==> src/rtl/bce_pkg.sv <==
// Shared types and constants of the battery capacity estimator.
// Holds the two discharge/charge curves with their slopes and the cell-row types.
// No dependencies.
package bce_pkg;

	localparam int VOLT_W       = 13;
	localparam int CAP_W        = 7;
	localparam int ST_W         = 2;
	localparam int CURVE_POINTS = 8;
	localparam int SEG_W        = $clog2(CURVE_POINTS - 1);
	localparam int K_W          = 16;
	localparam int FRAC_W       = 16;

	localparam logic [ST_W-1:0] ST_DIS  = 2'd0;
	localparam logic [ST_W-1:0] ST_CHG  = 2'd1;
	localparam logic [ST_W-1:0] ST_FULL = 2'd2;
	localparam logic [ST_W-1:0] ST_ALT  = 2'd3;

	localparam logic [CAP_W-1:0] CAP_FULL    = 7'd100;
	localparam logic [CAP_W-1:0] CAP_TOP_CHG = 7'd99;
	localparam logic [CAP_W-1:0] CAP_SNAP    = 7'd95;

	localparam logic [VOLT_W-1:0] DIS_V [CURVE_POINTS] = '{
		13'd3600, 13'd3648, 13'd3680, 13'd3744, 13'd3855, 13'd3916, 13'd4060, 13'd4200};
	localparam logic [CAP_W-1:0] DIS_C [CURVE_POINTS] = '{
		7'd0, 7'd10, 7'd20, 7'd40, 7'd60, 7'd80, 7'd90, 7'd100};
	localparam logic [VOLT_W-1:0] CHG_V [CURVE_POINTS] = '{
		13'd3690, 13'd3744, 13'd3776, 13'd3828, 13'd3936, 13'd4060, 13'd4140, 13'd4230};
	localparam logic [CAP_W-1:0] CHG_C [CURVE_POINTS] = '{
		7'd0, 7'd10, 7'd20, 7'd40, 7'd60, 7'd80, 7'd90, 7'd100};

	// slope of each segment in 0.16, truncated
	localparam logic [K_W-1:0] DIS_K [CURVE_POINTS-1] = '{
		16'((10 * 65536) / 48),
		16'((10 * 65536) / 32),
		16'((20 * 65536) / 64),
		16'((20 * 65536) / 111),
		16'((20 * 65536) / 61),
		16'((10 * 65536) / 144),
		16'((10 * 65536) / 140)};
	localparam logic [K_W-1:0] CHG_K [CURVE_POINTS-1] = '{
		16'((10 * 65536) / 54),
		16'((10 * 65536) / 32),
		16'((20 * 65536) / 52),
		16'((20 * 65536) / 108),
		16'((20 * 65536) / 124),
		16'((10 * 65536) / 80),
		16'((10 * 65536) / 90)};

	typedef enum logic [1:0] {
		KIND_ZERO = 2'd0,
		KIND_LERP = 2'd1,
		KIND_FULL = 2'd2
	} curve_kind_t;

	typedef struct packed {
		logic [CAP_W-1:0]  cap;
		logic [VOLT_W-1:0] volt;
	} cell_ent_t;

	typedef struct packed {
		logic swap_up;
		logic swap_dn;
	} cell_mv_t;

endpackage

==> src/rtl/bce_curve.sv <==
// Voltage to percent mapping through the piecewise-linear curves, three stages.
// Depends on bce_pkg for the curve tables and widths.
module bce_curve (
	input  logic                       clk,
	input  logic [bce_pkg::VOLT_W-1:0] volt,
	input  logic [bce_pkg::ST_W-1:0]   state,
	output logic [bce_pkg::CAP_W-1:0]  cap
);
	import bce_pkg::*;

	localparam int PROD_W = VOLT_W + K_W;
	localparam int ACC_W  = PROD_W + 1;
	localparam int C_W    = ACC_W - FRAC_W;

	logic [VOLT_W-1:0] dv_d;
	logic [K_W-1:0]    k_d;
	logic [CAP_W-1:0]  c1_d;
	curve_kind_t       kind_d;

	logic [VOLT_W-1:0] dv_s1;
	logic [K_W-1:0]    k_s1;
	logic [CAP_W-1:0]  c1_s1;
	curve_kind_t       kind_s1;

	logic [PROD_W-1:0] prod_s2;
	logic [CAP_W-1:0]  c1_s2;
	curve_kind_t       kind_s2;

	logic [ACC_W-1:0]  acc;
	logic [C_W-1:0]    c_int;

	always_comb begin
		logic              chg;
		logic              found;
		logic [SEG_W-1:0]  seg;
		logic [VOLT_W-1:0] v1;
		chg   = (state != ST_DIS);
		found = 1'b0;
		seg   = '0;
		for (int i = 0; i < CURVE_POINTS - 1; i++) begin
			if (!found && volt <= (chg ? CHG_V[i+1] : DIS_V[i+1])) begin
				found = 1'b1;
				seg   = SEG_W'(i);
			end
		end
		v1   = chg ? CHG_V[seg] : DIS_V[seg];
		dv_d = volt - v1;
		k_d  = chg ? CHG_K[seg] : DIS_K[seg];
		c1_d = chg ? CHG_C[seg] : DIS_C[seg];
		if (state != ST_DIS && state != ST_CHG) begin
			kind_d = KIND_FULL;
		end else if (volt <= (chg ? CHG_V[0] : DIS_V[0])) begin
			kind_d = KIND_ZERO;
		end else if (!found) begin
			kind_d = KIND_FULL;
		end else begin
			kind_d = KIND_LERP;
		end
	end

	always_ff @(posedge clk) begin
		dv_s1   <= dv_d;
		k_s1    <= k_d;
		c1_s1   <= c1_d;
		kind_s1 <= kind_d;
		prod_s2 <= PROD_W'(dv_s1) * PROD_W'(k_s1);
		c1_s2   <= c1_s1;
		kind_s2 <= kind_s1;
	end

	assign acc   = {1'b0, prod_s2} + (ACC_W'(c1_s2) << FRAC_W);
	assign c_int = acc[ACC_W-1:FRAC_W];

	always_comb begin
		case (kind_s2)
			KIND_ZERO: cap = '0;
			KIND_LERP: cap = (c_int > C_W'(CAP_FULL)) ? CAP_FULL : c_int[CAP_W-1:0];
			default:   cap = CAP_FULL;
		endcase
	end

endmodule

==> src/rtl/bce_cell.sv <==
// One position of the sorted sample row: entry, slot tag, insertion mark, partial sum.
// Swaps with a neighbor to settle a new entry; passes a running sum downward.
// Depends on bce_pkg for the entry and move types.
module bce_cell #(
	parameter int TAG_W = 4,
	parameter int SUM_W = 11,
	parameter int IDX   = 0
) (
	input  logic                clk,
	input  logic                arst_n,
	input  logic                ld,
	input  logic [TAG_W-1:0]    slot,
	input  bce_pkg::cell_ent_t  ld_ent,
	input  logic                sort_en,
	input  logic                sel,
	input  logic                has_up,
	input  logic                has_dn,
	input  bce_pkg::cell_ent_t  up_ent,
	input  logic [TAG_W-1:0]    up_tag,
	input  bce_pkg::cell_mv_t   up_mv,
	input  logic [SUM_W-1:0]    up_psum,
	input  bce_pkg::cell_ent_t  dn_ent,
	input  logic [TAG_W-1:0]    dn_tag,
	input  bce_pkg::cell_mv_t   dn_mv,
	output bce_pkg::cell_ent_t  ent,
	output logic [TAG_W-1:0]    tag,
	output bce_pkg::cell_mv_t   mv,
	output logic [SUM_W-1:0]    psum
);
	import bce_pkg::*;

	cell_ent_t        ent_q;
	logic [TAG_W-1:0] tag_q;
	logic             mark_q;
	logic [SUM_W-1:0] psum_q;
	logic             swap_up;
	logic             swap_dn;

	function automatic logic gt(cell_ent_t a, cell_ent_t b);
		return (a.cap > b.cap) || (a.cap == b.cap && a.volt > b.volt);
	endfunction

	assign swap_up = sort_en && mark_q && has_up && !gt(up_ent, ent_q);
	assign swap_dn = sort_en && mark_q && has_dn && gt(dn_ent, ent_q) && !swap_up;

	always_ff @(posedge clk or negedge arst_n) begin
		if (!arst_n) begin
			ent_q  <= '0;
			tag_q  <= TAG_W'(IDX);
			mark_q <= 1'b0;
		end else if (ld) begin
			if (tag_q == slot) begin
				ent_q  <= ld_ent;
				mark_q <= 1'b1;
			end else begin
				mark_q <= 1'b0;
			end
		end else if (swap_up) begin
			ent_q  <= up_ent;
			tag_q  <= up_tag;
			mark_q <= 1'b0;
		end else if (swap_dn) begin
			ent_q  <= dn_ent;
			tag_q  <= dn_tag;
			mark_q <= 1'b0;
		end else if (up_mv.swap_dn) begin
			ent_q  <= up_ent;
			tag_q  <= up_tag;
			mark_q <= 1'b1;
		end else if (dn_mv.swap_up) begin
			ent_q  <= dn_ent;
			tag_q  <= dn_tag;
			mark_q <= 1'b1;
		end
	end

	always_ff @(posedge clk) begin
		psum_q <= up_psum + (sel ? SUM_W'(ent_q.cap) : SUM_W'(0));
	end

	assign ent        = ent_q;
	assign tag        = tag_q;
	assign mv.swap_up = swap_up;
	assign mv.swap_dn = swap_dn;
	assign psum       = psum_q;

endmodule

==> src/rtl/battery_capacity_estimator.sv <==
// Top level of the voltage-based battery fuel gauge: control, cell row, mean, output beat.
// Depends on bce_pkg, bce_curve and bce_cell.
//
// Each accepted poll beat yields exactly one result beat. A poll whose charge state
// differs from the last one only records the state, restarts any fill in progress
// and reports. Any other poll passes through the curve pipeline (S_SEG, S_MUL,
// S_CAP), then through the row of WINDOW cells (S_RUN), where the new sample swaps
// with one neighbor per cycle into its sorted place (at most WINDOW-1 swaps) and the
// trimmed sum then ripples down the row one cell per cycle, then the reciprocal
// multiply that replaces the division (S_DIV), the capacity update (S_FIN), the load
// of the output register (S_WB) and the return to idle to take the next poll.
// A stalled result beat holds the block in S_WB until it leaves.
// The output register holds a result while the next poll is taken.
module battery_capacity_estimator #(
	parameter int WINDOW = 12
) (
	input  logic                       clk,
	input  logic                       arst_n,
	input  logic                       poll_valid,
	output logic                       poll_stall,
	input  logic [bce_pkg::VOLT_W-1:0] voltage_mv,
	input  logic [bce_pkg::ST_W-1:0]   charge_state,
	input  logic                       restart,
	output logic                       result_valid,
	input  logic                       result_stall,
	output logic [bce_pkg::CAP_W-1:0]  capacity,
	output logic                       report,
	output logic                       filling
);
	import bce_pkg::*;

	localparam int TAG_W    = $clog2(WINDOW);
	localparam int FILL_W   = $clog2(WINDOW + 1);
	localparam int SUM_W    = CAP_W + $clog2(WINDOW);
	localparam int RUN_CYC  = 2 * WINDOW - 1;
	localparam int RUN_W    = $clog2(RUN_CYC);
	localparam int CNT_CHG0 = WINDOW - 4;
	localparam int CNT_DIS0 = WINDOW - (WINDOW / 2 + 1);
	localparam int CNT_CHG  = (CNT_CHG0 < 1) ? 1 : CNT_CHG0;
	localparam int CNT_DIS  = (CNT_DIS0 < 1) ? 1 : CNT_DIS0;
	localparam int HALF_CHG = CNT_CHG / 2;
	localparam int HALF_DIS = CNT_DIS / 2;
	localparam int DIV_S    = SUM_W + 4;
	localparam int M_W      = DIV_S + 1;
	localparam int M_CHG    = ((1 << DIV_S) + CNT_CHG - 1) / CNT_CHG;
	localparam int M_DIS    = ((1 << DIV_S) + CNT_DIS - 1) / CNT_DIS;
	localparam int PROD_W   = SUM_W + M_W;

	typedef enum logic [7:0] {
		S_IDLE = 8'b0000_0001,
		S_SEG  = 8'b0000_0010,
		S_MUL  = 8'b0000_0100,
		S_CAP  = 8'b0000_1000,
		S_RUN  = 8'b0001_0000,
		S_DIV  = 8'b0010_0000,
		S_FIN  = 8'b0100_0000,
		S_WB   = 8'b1000_0000
	} fsm_t;

	fsm_t              state_q;
	logic [FILL_W-1:0] fill_q;
	logic [ST_W-1:0]   last_q;
	logic [CAP_W-1:0]  rep_q;
	logic [TAG_W-1:0]  slot_q;
	logic              res_valid_q;

	logic [VOLT_W-1:0] volt_q;
	logic [ST_W-1:0]   st_q;
	logic              rpt_q;
	logic              fend_q;
	logic              need_q;
	logic [RUN_W-1:0]  run_q;
	logic [PROD_W-1:0] mul_s1;
	logic [CAP_W-1:0]  capacity_q;
	logic              report_q;
	logic              filling_q;

	logic              poll_fire;
	logic              wb_fire;
	logic              chg;
	logic [ST_W-1:0]   st_in;
	logic [FILL_W-1:0] fill_in;
	logic [CAP_W-1:0]  cap_raw;
	logic [CAP_W-1:0]  cap_hold;
	logic [FILL_W-1:0] fill_nx;
	logic              fend_nx;
	logic [TAG_W-1:0]  slot_nx;
	logic [SUM_W-1:0]  num;
	logic [M_W-1:0]    m_sel;
	logic [PROD_W-1:0] prod_d;
	logic [CAP_W-1:0]  avg;
	logic [CAP_W-1:0]  avg1;
	logic [CAP_W-1:0]  rep_nx;
	logic              rpt_up;
	cell_ent_t         ld_ent;

	cell_ent_t         ent_w  [WINDOW];
	logic [TAG_W-1:0]  tag_w  [WINDOW];
	cell_mv_t          mv_w   [WINDOW];
	logic [SUM_W-1:0]  psum_w [WINDOW];

	assign poll_stall = (state_q != S_IDLE);
	assign poll_fire  = poll_valid && !poll_stall;
	assign wb_fire    = (state_q == S_WB) && (!res_valid_q || !result_stall);
	assign chg        = (st_q != ST_DIS);

	assign st_in   = (charge_state == ST_ALT) ? ST_FULL : charge_state;
	assign fill_in = restart ? FILL_W'(1) : fill_q;

	bce_curve u_curve (
		.clk   (clk),
		.volt  (volt_q),
		.state (st_q),
		.cap   (cap_raw)
	);

	// hold against movement in the wrong direction once filled
	always_comb begin
		if (fill_q != '0) begin
			cap_hold = cap_raw;
		end else if (chg) begin
			cap_hold = (cap_raw > rep_q) ? cap_raw : rep_q;
		end else begin
			cap_hold = (cap_raw < rep_q) ? cap_raw : rep_q;
		end
	end

	always_comb begin
		fill_nx = fill_q;
		fend_nx = 1'b0;
		if (fill_q != '0) begin
			if (fill_q >= FILL_W'(WINDOW)) begin
				fill_nx = '0;
				fend_nx = 1'b1;
			end else begin
				fill_nx = fill_q + 1'b1;
			end
		end
	end

	assign slot_nx     = (slot_q == TAG_W'(WINDOW - 1)) ? '0 : slot_q + 1'b1;
	assign ld_ent.cap  = cap_hold;
	assign ld_ent.volt = volt_q;

	generate
		for (genvar i = 0; i < WINDOW; i++) begin : g_cell
			localparam bit SEL_C = (i >= 2) && (i < 2 + CNT_CHG);
			localparam bit SEL_D = (i >= 1) && (i < 1 + CNT_DIS);
			cell_ent_t        up_ent;
			logic [TAG_W-1:0] up_tag;
			cell_mv_t         up_mv;
			logic [SUM_W-1:0] up_psum;
			cell_ent_t        dn_ent;
			logic [TAG_W-1:0] dn_tag;
			cell_mv_t         dn_mv;
			logic             has_up;
			logic             has_dn;

			if (i == 0) begin : g_first
				assign up_ent  = '0;
				assign up_tag  = '0;
				assign up_mv   = '0;
				assign up_psum = '0;
				assign has_up  = 1'b0;
			end else begin : g_up
				assign up_ent  = ent_w[i-1];
				assign up_tag  = tag_w[i-1];
				assign up_mv   = mv_w[i-1];
				assign up_psum = psum_w[i-1];
				assign has_up  = 1'b1;
			end

			if (i == WINDOW - 1) begin : g_last
				assign dn_ent = '0;
				assign dn_tag = '0;
				assign dn_mv  = '0;
				assign has_dn = 1'b0;
			end else begin : g_dn
				assign dn_ent = ent_w[i+1];
				assign dn_tag = tag_w[i+1];
				assign dn_mv  = mv_w[i+1];
				assign has_dn = 1'b1;
			end

			bce_cell #(
				.TAG_W (TAG_W),
				.SUM_W (SUM_W),
				.IDX   (i)
			) u_cell (
				.clk     (clk),
				.arst_n  (arst_n),
				.ld      (state_q == S_CAP),
				.slot    (slot_q),
				.ld_ent  (ld_ent),
				.sort_en (state_q == S_RUN),
				.sel     (chg ? SEL_C : SEL_D),
				.has_up  (has_up),
				.has_dn  (has_dn),
				.up_ent  (up_ent),
				.up_tag  (up_tag),
				.up_mv   (up_mv),
				.up_psum (up_psum),
				.dn_ent  (dn_ent),
				.dn_tag  (dn_tag),
				.dn_mv   (dn_mv),
				.ent     (ent_w[i]),
				.tag     (tag_w[i]),
				.mv      (mv_w[i]),
				.psum    (psum_w[i])
			);
		end
	endgenerate

	// rounded mean by multiplying with the reciprocal of the sample count
	assign num    = psum_w[WINDOW-1] + (chg ? SUM_W'(HALF_CHG) : SUM_W'(HALF_DIS));
	assign m_sel  = chg ? M_W'(M_CHG) : M_W'(M_DIS);
	assign prod_d = PROD_W'(num) * PROD_W'(m_sel);
	assign avg    = mul_s1[DIV_S +: CAP_W];
	assign avg1   = (avg == CAP_FULL && st_q == ST_CHG) ? CAP_TOP_CHG : avg;

	always_comb begin
		rep_nx = rep_q;
		rpt_up = 1'b0;
		if (need_q && avg1 != rep_q) begin
			if (!fend_q) begin
				if (chg == (avg1 > rep_q)) begin
					rep_nx = chg ? rep_q + 1'b1 : rep_q - 1'b1;
					rpt_up = 1'b1;
				end
			end else if (chg && avg1 >= CAP_SNAP && avg1 < CAP_FULL) begin
				rep_nx = CAP_FULL;
			end else begin
				rep_nx = avg1;
			end
		end
	end

	always_ff @(posedge clk or negedge arst_n) begin
		if (!arst_n) begin
			state_q     <= S_IDLE;
			fill_q      <= FILL_W'(1);
			last_q      <= ST_DIS;
			rep_q       <= CAP_FULL;
			slot_q      <= '0;
			res_valid_q <= 1'b0;
		end else begin
			if (wb_fire) begin
				res_valid_q <= 1'b1;
			end else if (!result_stall) begin
				res_valid_q <= 1'b0;
			end
			unique case (state_q)
				S_IDLE: begin
					if (poll_fire) begin
						if (st_in != last_q) begin
							last_q  <= st_in;
							fill_q  <= (fill_in != '0) ? FILL_W'(1) : '0;
							state_q <= S_WB;
						end else begin
							fill_q  <= fill_in;
							state_q <= S_SEG;
						end
					end
				end
				S_SEG: state_q <= S_MUL;
				S_MUL: state_q <= S_CAP;
				S_CAP: begin
					fill_q  <= fill_nx;
					slot_q  <= slot_nx;
					state_q <= S_RUN;
				end
				S_RUN: begin
					if (run_q == '0) begin
						state_q <= S_DIV;
					end
				end
				S_DIV: state_q <= S_FIN;
				S_FIN: begin
					rep_q   <= rep_nx;
					state_q <= S_WB;
				end
				S_WB: begin
					if (wb_fire) begin
						state_q <= S_IDLE;
					end
				end
				default: state_q <= S_IDLE;
			endcase
		end
	end

	always_ff @(posedge clk) begin
		if (poll_fire) begin
			volt_q <= voltage_mv;
			st_q   <= st_in;
			rpt_q  <= (st_in != last_q);
		end
		if (state_q == S_CAP) begin
			fend_q <= fend_nx;
			rpt_q  <= fend_nx;
			need_q <= (fill_nx == '0) && (cap_hold != rep_q);
			run_q  <= RUN_W'(RUN_CYC - 1);
		end else if (state_q == S_RUN) begin
			run_q <= run_q - 1'b1;
		end
		if (state_q == S_DIV) begin
			mul_s1 <= prod_d;
		end
		if (state_q == S_FIN && rpt_up) begin
			rpt_q <= 1'b1;
		end
		if (wb_fire) begin
			capacity_q <= rep_q;
			report_q   <= rpt_q;
			filling_q  <= (fill_q != '0);
		end
	end

	assign result_valid = res_valid_q;
	assign capacity     = capacity_q;
	assign report       = report_q;
	assign filling      = filling_q;

endmodule

==> config.mk <==
export PLATFORM = sky130hd
export DESIGN_NAME = battery_capacity_estimator
export DESIGN_NICKNAME = d
export VERILOG_FILES = /design/src/rtl/bce_pkg.sv /design/src/rtl/bce_curve.sv /design/src/rtl/bce_cell.sv /design/src/rtl/battery_capacity_estimator.sv
export SDC_FILE = /design/constraint.sdc
export NUM_CORES = 2
export LEC_CHECK = 0
export BUFFER_PORTS_ARGS = -buffer_cell sky130_fd_sc_hd__buf_4
export CAP_MARGIN = 20
export CORE_MARGIN = 3
export CORE_UTILIZATION = 45
export CTS_CLUSTER_SIZE = 25
export DETAILED_ROUTE_END_ITERATION = 12
export GPL_ROUTABILITY_DRIVEN = 0
export PLACE_DENSITY = 0.62
export SLEW_MARGIN = 40
export SYNTH_ARGS = -nofsm -noshare
export SYNTH_HDL_FRONTEND = slang
export SYNTH_SLANG_ARGS = --single-unit
==> constraint.sdc <==
create_clock -name clk -period 9.1 [get_ports clk]
set_input_delay 0.91 -clock clk [delete_from_list [all_inputs] [get_ports clk]]
set_output_delay 0.91 -clock clk [all_outputs]
set_load 0.1 [all_outputs]
**Yosys cells after proc, flatten, opt, wreduce, memory -nomap -nowiden**

Memory sizes are Yosys's and may differ from the RTL's. A register that Yosys moved wholly into a read port is not among the register bits.
Index checks and enable logic that the tools add are counted.

- $mul: 2
- Order comparisons: 60
- Bitwise operators: 2
- Equality and inequality tests: 69
- Muxes and demuxes: 254
- $add $sub $neg: 16
- Reductions and logical operators: 196

Operators by type and width:

| kind | number |
|---|---|
| $mux 20 | 68 |
| $gt 13x13->1 | 22 |
| $mux 4 | 50 |
| $gt 7x7->1 | 24 |
| $eq 7x7->1 | 22 |
| $mux 7 | 17 |
| $le 13x13->1 | 8 |
| $mux 1 | 87 |
| $logic_and 1x1->1 | 81 |
| $mux 16 | 5 |
| $mux 13 | 6 |
| $mux 8 | 8 |
| $pmux 8 s8 | 1 |
| $reduce_and 2->1 | 25 |
| $reduce_bool 5->1 | 10 |
| $eq 4x4->1 | 12 |
| $reduce_bool 4->1 | 12 |
| $add 11x11->11 | 4 |
| $add 11x7->11 | 4 |
| $add 29x23->30 | 1 |
| $logic_not 1->1 | 30 |
| $mul 13x16->29 | 1 |
| $ne 2x1->1 const B | 13 |
| $logic_or 1x1->1 | 23 |
| 43 further kinds | 65 |

- Memories kept: 5
- Flip-flop bits (word level): 570
- Bits in read-only memories: 520
- Bits of input ports: 20
- Output and inout port bits: 11

Memories:

| memory | words | width | read ports | clocked after Yosys merged registers in | write ports | line | text |
|---|---|---|---|---|---|---|---|
| (no name shown) | 8 | 16 | 1 | 0 | 0 | bce_curve.sv:48 | `k_d = chg ? CHG_K[seg] : DIS_K[seg];` |
| (no name shown) | 8 | 16 | 1 | 0 | 0 | bce_curve.sv:48 |  |
| (no name shown) | 8 | 13 | 1 | 0 | 0 | bce_curve.sv:46 | `v1 = chg ? CHG_V[seg] : DIS_V[seg];` |
| (no name shown) | 8 | 13 | 1 | 0 | 0 | bce_curve.sv:46 |  |
| (no name shown) | 8 | 7 | 1 | 1 | 0 | bce_curve.sv:49 | `c1_d = chg ? CHG_C[seg] : DIS_C[seg];` |

**Depth between registers and ports, before layout**

- Depth after elaboration: 28
- Depth in mapped cells: 30
- Gate-level depth less buffers: 25

**Hierarchy**

A second synthesis with hierarchy kept.

- Cell total of the unflattened synthesis: 5,696
- Area, all modules: 51,414.3 um2

By module, submodules not included:

| module | area each (um2) | cells each | instances | sequential area each (um2) |
|---|---|---|---|---|
| bce_cell at g_cell[10].u_cell ... | 2,989.1 | 343 | 4 | 848.3 |
| bce_curve | 9,481.6 | 1,062 | 1 | 1,141.1 |
| bce_cell at g_cell[1].u_cell ... | 2,987.9 | 343 | 3 | 847.1 |
| battery_capacity_estimator | 5,828.1 | 598 | 1 | 1,767.9 |
| bce_cell at g_cell[11].u_cell | 3,300.7 | 351 | 1 | 849.6 |
| bce_cell at g_cell[7].u_cell | 2,972.9 | 321 | 1 | 849.6 |
| bce_cell at g_cell[9].u_cell | 2,971.6 | 321 | 1 | 848.3 |
| bce_cell at g_cell[8].u_cell | 2,970.3 | 321 | 1 | 847.1 |
| bce_cell at g_cell[0].u_cell | 2,969.1 | 321 | 1 | 845.8 |

**Least setup slack after synthesis**

OpenSTA, ideal clock, no wires.

- Path kind: register to register
- Start: register st_q[1]
- End: register mul_s1[21] (data pin)
- Required time: 8.840 ns
- Stages on the path, launching flop included: 29
- Slack: 1.516 ns
- Setup time: 0.260 ns
- Clock period less this slack: 7.584 ns
- Data arrival time: 7.324 ns
- Path through: edfxtp_1 -> or2_2 -> clkbuf_1 -> inv_1 -> clkbuf_1 -> clkbuf_1 -> clkbuf_1 -> ha_1 -> inv_1 -> fa_1 -> nand3b_1 -> xor2_1 -> nand2b_1 -> inv_1 -> ha_1 -> inv_1 -> fa_1 -> fa_1 -> fa_1 -> inv_1 -> fa_1 -> ha_1 -> a21oi_1 -> o21ai_0 -> a21oi_1 -> a31oi_1 -> a211o_1 -> a21oi_1 -> xnor2_1

- Word-level cells in the longest chain between the ends: 4

Ends and longest elaborated chain:

| what | line | text |
|---|---|---|
| from (decl) | battery_capacity_estimator.sv:68 | `logic [ST_W-1:0] st_q;` |
| from (signal assigned) | battery_capacity_estimator.sv:295 | `st_q <= st_in;` |
| $reduce_bool 2->1 (*) | battery_capacity_estimator.sv:105 | `assign chg = (st_q != ST_DIS);` |
| $mux 3 | battery_capacity_estimator.sv:215 | `assign num = psum_w[WINDOW-1] + (chg ? SUM_W'(HALF_CHG) : SUM_W'(HALF_DIS));` |
| $add 11x3->11 | battery_capacity_estimator.sv:215 |  |
| $mul 11x13->22 (*) | battery_capacity_estimator.sv:217 | `assign prod_d = PROD_W'(num) * PROD_W'(m_sel);` |
| via prod_d[21] | battery_capacity_estimator.sv:90 | `logic [PROD_W-1:0] prod_d;` |
| to (signal assigned) | battery_capacity_estimator.sv:307 | `mul_s1 <= prod_d;` |
| to (decl) | battery_capacity_estimator.sv:73 | `logic [PROD_W-1:0] mul_s1;` |

Mark *: on every way through the listed nets, which the timed path passes. The rest lies on a longest branch.
A chain may end at the register's enable or synchronous reset.

**Worst setup path in the final report**

Ends and elaborated chain as after synthesis.

==> run_results.csv <==
group,metric,value,unit
yosys,ys_types,109,
yosys,synth_edf_count,33,
worst_setup_path,critPathArrivalTime,7.20,ns
placed_design,place_inst,5689,
cells_and_area,final_common_cell,"ha_1",
sta,finalCritPeriodShare,74.7,%
routing,wl_per_cell,19.4,µm
routing,drt_iter0_markers,2301,
sta,tns,0,ns
clock_tree,clk_latency,0.66,ns
cells_and_area,mostFrequentLayoutCells,"ha_1 (493), inv_1 (484), nand2_1 (409)",
sta,clock_skew,0.0406,ns
sta,fmax,0.147,GHz
worst_setup_path,cp-start-kind,"flip-flop",
placed_design,place_ws,2.29,ns
clock_tree,cts_resized,0,
run_status,status,"finished, final reports clean",
clock_tree,htreeDepth,2,
placed_design,place_area,0.0433,mm²
global_route,antenna_found_initial,0,
worst_setup_path,critPathRequiredTime,9.50,ns
yosys,synthCells,4567,
clock_tree,cts_setup_buffers,0,
yosys,synth_async_sr_flop_share,61.2,%
hold_path,hold_class,"primary input to async pin",
global_route,grt_max_degree,135,
worst_setup_path,path_max_fanout,62,
cells_and_area,layout.cells.non_filler,5805,
global_route,grtUsageTotal,23.3,%
cells_and_area,area_growth_syn_to_layout,8.49,%
sta,min_period,6.80,ns
placed_design,dp_hpwl,85.7,mm
yosys,ys_ff_latch,533,
worst_setup_path,r2r_cells,23,
clock_tree,cts_hold_buf,0,
yosys,yosys.area.top_type,"dfrtp_1",
floorplan,die-area,0.0968,mm²
routing,wirelength,112,mm
yosys,seq_area_frac_synth,30.2,%
cells_and_area,drive_gt1_share,7.89,%
sta,relSlewSlack,43.2,%
floorplan,start_util,45.6,%
yosys,syn_avg_cell_area,9.17,µm²
clock_tree,clkTransAtPathRegs,0.06,ns
yosys,yosys_warnings,0,
floorplan,rows,111,
sta,setup_ws,2.30,ns
routing,drc_errors,0,
sta,report.final.slew_viol_count,0,
worst_setup_path,reg2reg_from,"st_q[1]",
worst_setup_path,critPathCaptureType,"flip-flop",
routing,vias,33026,
clock_tree,cts_made_buffers,61,
floorplan,io_pins,31,
global_route,grt_overflow_total,0,
yosys,syn-cell-area,0.0419,mm²
yosys,syn_nets,5268,
routing,via_per_inst,5.69,
yosys,synth_top_flop_cell,"dfrtp_1",
cells_and_area,final_area,0.0455,mm²
worst_setup_path,r2r_slack,2.30,ns
yosys,synth_area_leaders,"dfrtp_1 (18%), ha_1 (15%), fa_1 (9.0%)",
placed_design,port_buffers,30,
sta,finalSetupViolations,0,
routing,drtPass1Iterations,7,
worst_setup_path,critPathKind,"flip-flop to flip-flop",
sta,finalHoldViolCount,0,
floorplan,core_area,0.0919,mm²
clock_tree,cts.path.max_buffers,3,
run,cap_violations,0,
worst_setup_path,reg2reg_to,"mul_s1[21]",
yosys,yosysTopAreaCellShare,18.0,%
sta,worstMarginPinSlew,0.849,ns
floorplan,dieHeight,311,µm
global_route,grt_pass1_vias,32849,
global_route,grt_pass1_wl,183,mm
cells_and_area,final_nets,5211,
clock_tree,cts_tree,"yes",
clock_tree,cts_num_sinks,533,
cells_and_area,n_antenna_cell,0,
floorplan,die_w,311,µm
clock_tree,clockRootBuffer,"clkbuf_16",
routing,final_antenna_net_count,0,
sta,rsz0062_at_grt,"no",
==> final cells by class <==
cell class              count  area (µm²)
flip-flops and latches    533       12700
fillers                  8693       46500
inverters                 486        1820
well taps                1243        1560
clock inverters            22         229
multi-input cells        3356       26700
repair buffers             72         609
clock buffers              93        1850
==> critical path, cell delays in order, from the launching register on <==
cell	delay (ns)
edfxtp_1	0.47
or2_2	0.35
buf_4	0.36
ha_1	0.40
a21o_1	0.15
nand2_1	0.10
or3_1	0.35
a21oi_1	0.40
ha_1	0.21
inv_1	0.08
fa_1	0.54
inv_1	0.06
fa_1	0.52
fa_1	0.53
fa_1	0.55
inv_1	0.04
ha_1	0.29
inv_1	0.06
o21ai_0	0.09
a21oi_1	0.19
a31oi_1	0.19
a211o_1	0.33
a21oi_1	0.20
xnor2_1	0.08
==> metal layers <==
metal / vias up / global-route usage, % / wire (µm)
li1: 15914 / - / -
met1: 16072 / 32.0 / 51000
met2: 863 / 39.2 / 53200
met3: 177 / 2.26 / 5440
met4: 0 / 6.15 / 2830
met5: - / 0 / 0
==> cells in the mapped netlist, types with 35 or more instances <==
library cell  count
nor3_1           79
o31ai_1          41
ha_1            493
dfrtp_1         301
o21a_1           35
inv_1           486
o21bai_1         42
nand2_1         409
a21oi_1         267
xnor2_1         101
clkbuf_1        133
nor2b_1          38
xor2_1           71
nand3_1          76
nand4_1          62
mux2_2           63
dfxtp_1         174
mux2i_1         118
a31oi_1         106
a211o_1          38
nor2_1          352
fa_1            188
a21o_1           58
and2_1          104
o21ai_0         167
o22ai_1          38
==> worst max-delay path by stage <==
stage	startpoint	endpoint	slack, ns	depth (start not counted)
floorplan	st_q[1]	mul_s1[21]	1.52	28
global placement	st_q[1]	mul_s1[21]	2.38	23
detailed placement	st_q[1]	mul_s1[21]	2.29	23
CTS	st_q[1]	mul_s1[21]	2.27	23
global route	st_q[1]	mul_s1[21]	1.85	23
finish	st_q[1]	mul_s1[21]	2.30	23
==> sequential cells by signal, summed over array words and instances (netlist names), 2 cells and up <==
name                  cells
st_q                      2
run_q                     5
u_curve.k_s1             15
u_curve.dv_s1            13
slot_q                    4
u_curve.kind_s1           2
g_cell.u_cell.psum      111
u_curve.kind_s2           2
g_cell.u_cell.mark_q     12
capacity                  7
g_cell.u_cell.tag        48
rep_q                     7
u_curve.c1_s1             6
state_q                   8
u_curve.c1_s2             6
mul_s1                    7
u_curve.prod_s2          13
g_cell.u_cell.ent       240
fill_q                    4
volt_q                   13
last_q                    2
==> logic make-up after synthesis <==
logic type | count (synthesis) | synth area share, %
compound gates | 1058 | 17.0
buf+inv | 678 | 6.43
mux | 191 | 4.89
fa+ha+maj | 681 | 23.7
flops | 533 | 30.2
simple gates | 1254 | 14.1
xor+xnor | 172 | 3.60
==> metrics by stage <==
stage	util [%]	hold WS [ns]
after floorplan	-	0.310
after global placement	47.0	0.310
after detailed placement	47.1	0.312
after CTS	49.4	0.171
after global routing	49.4	0.217
final	49.4	0.201
Power is left out: the tool's default activity adds up to more than one toggle a clock period on the data nets, which glitch-free logic cannot reach.
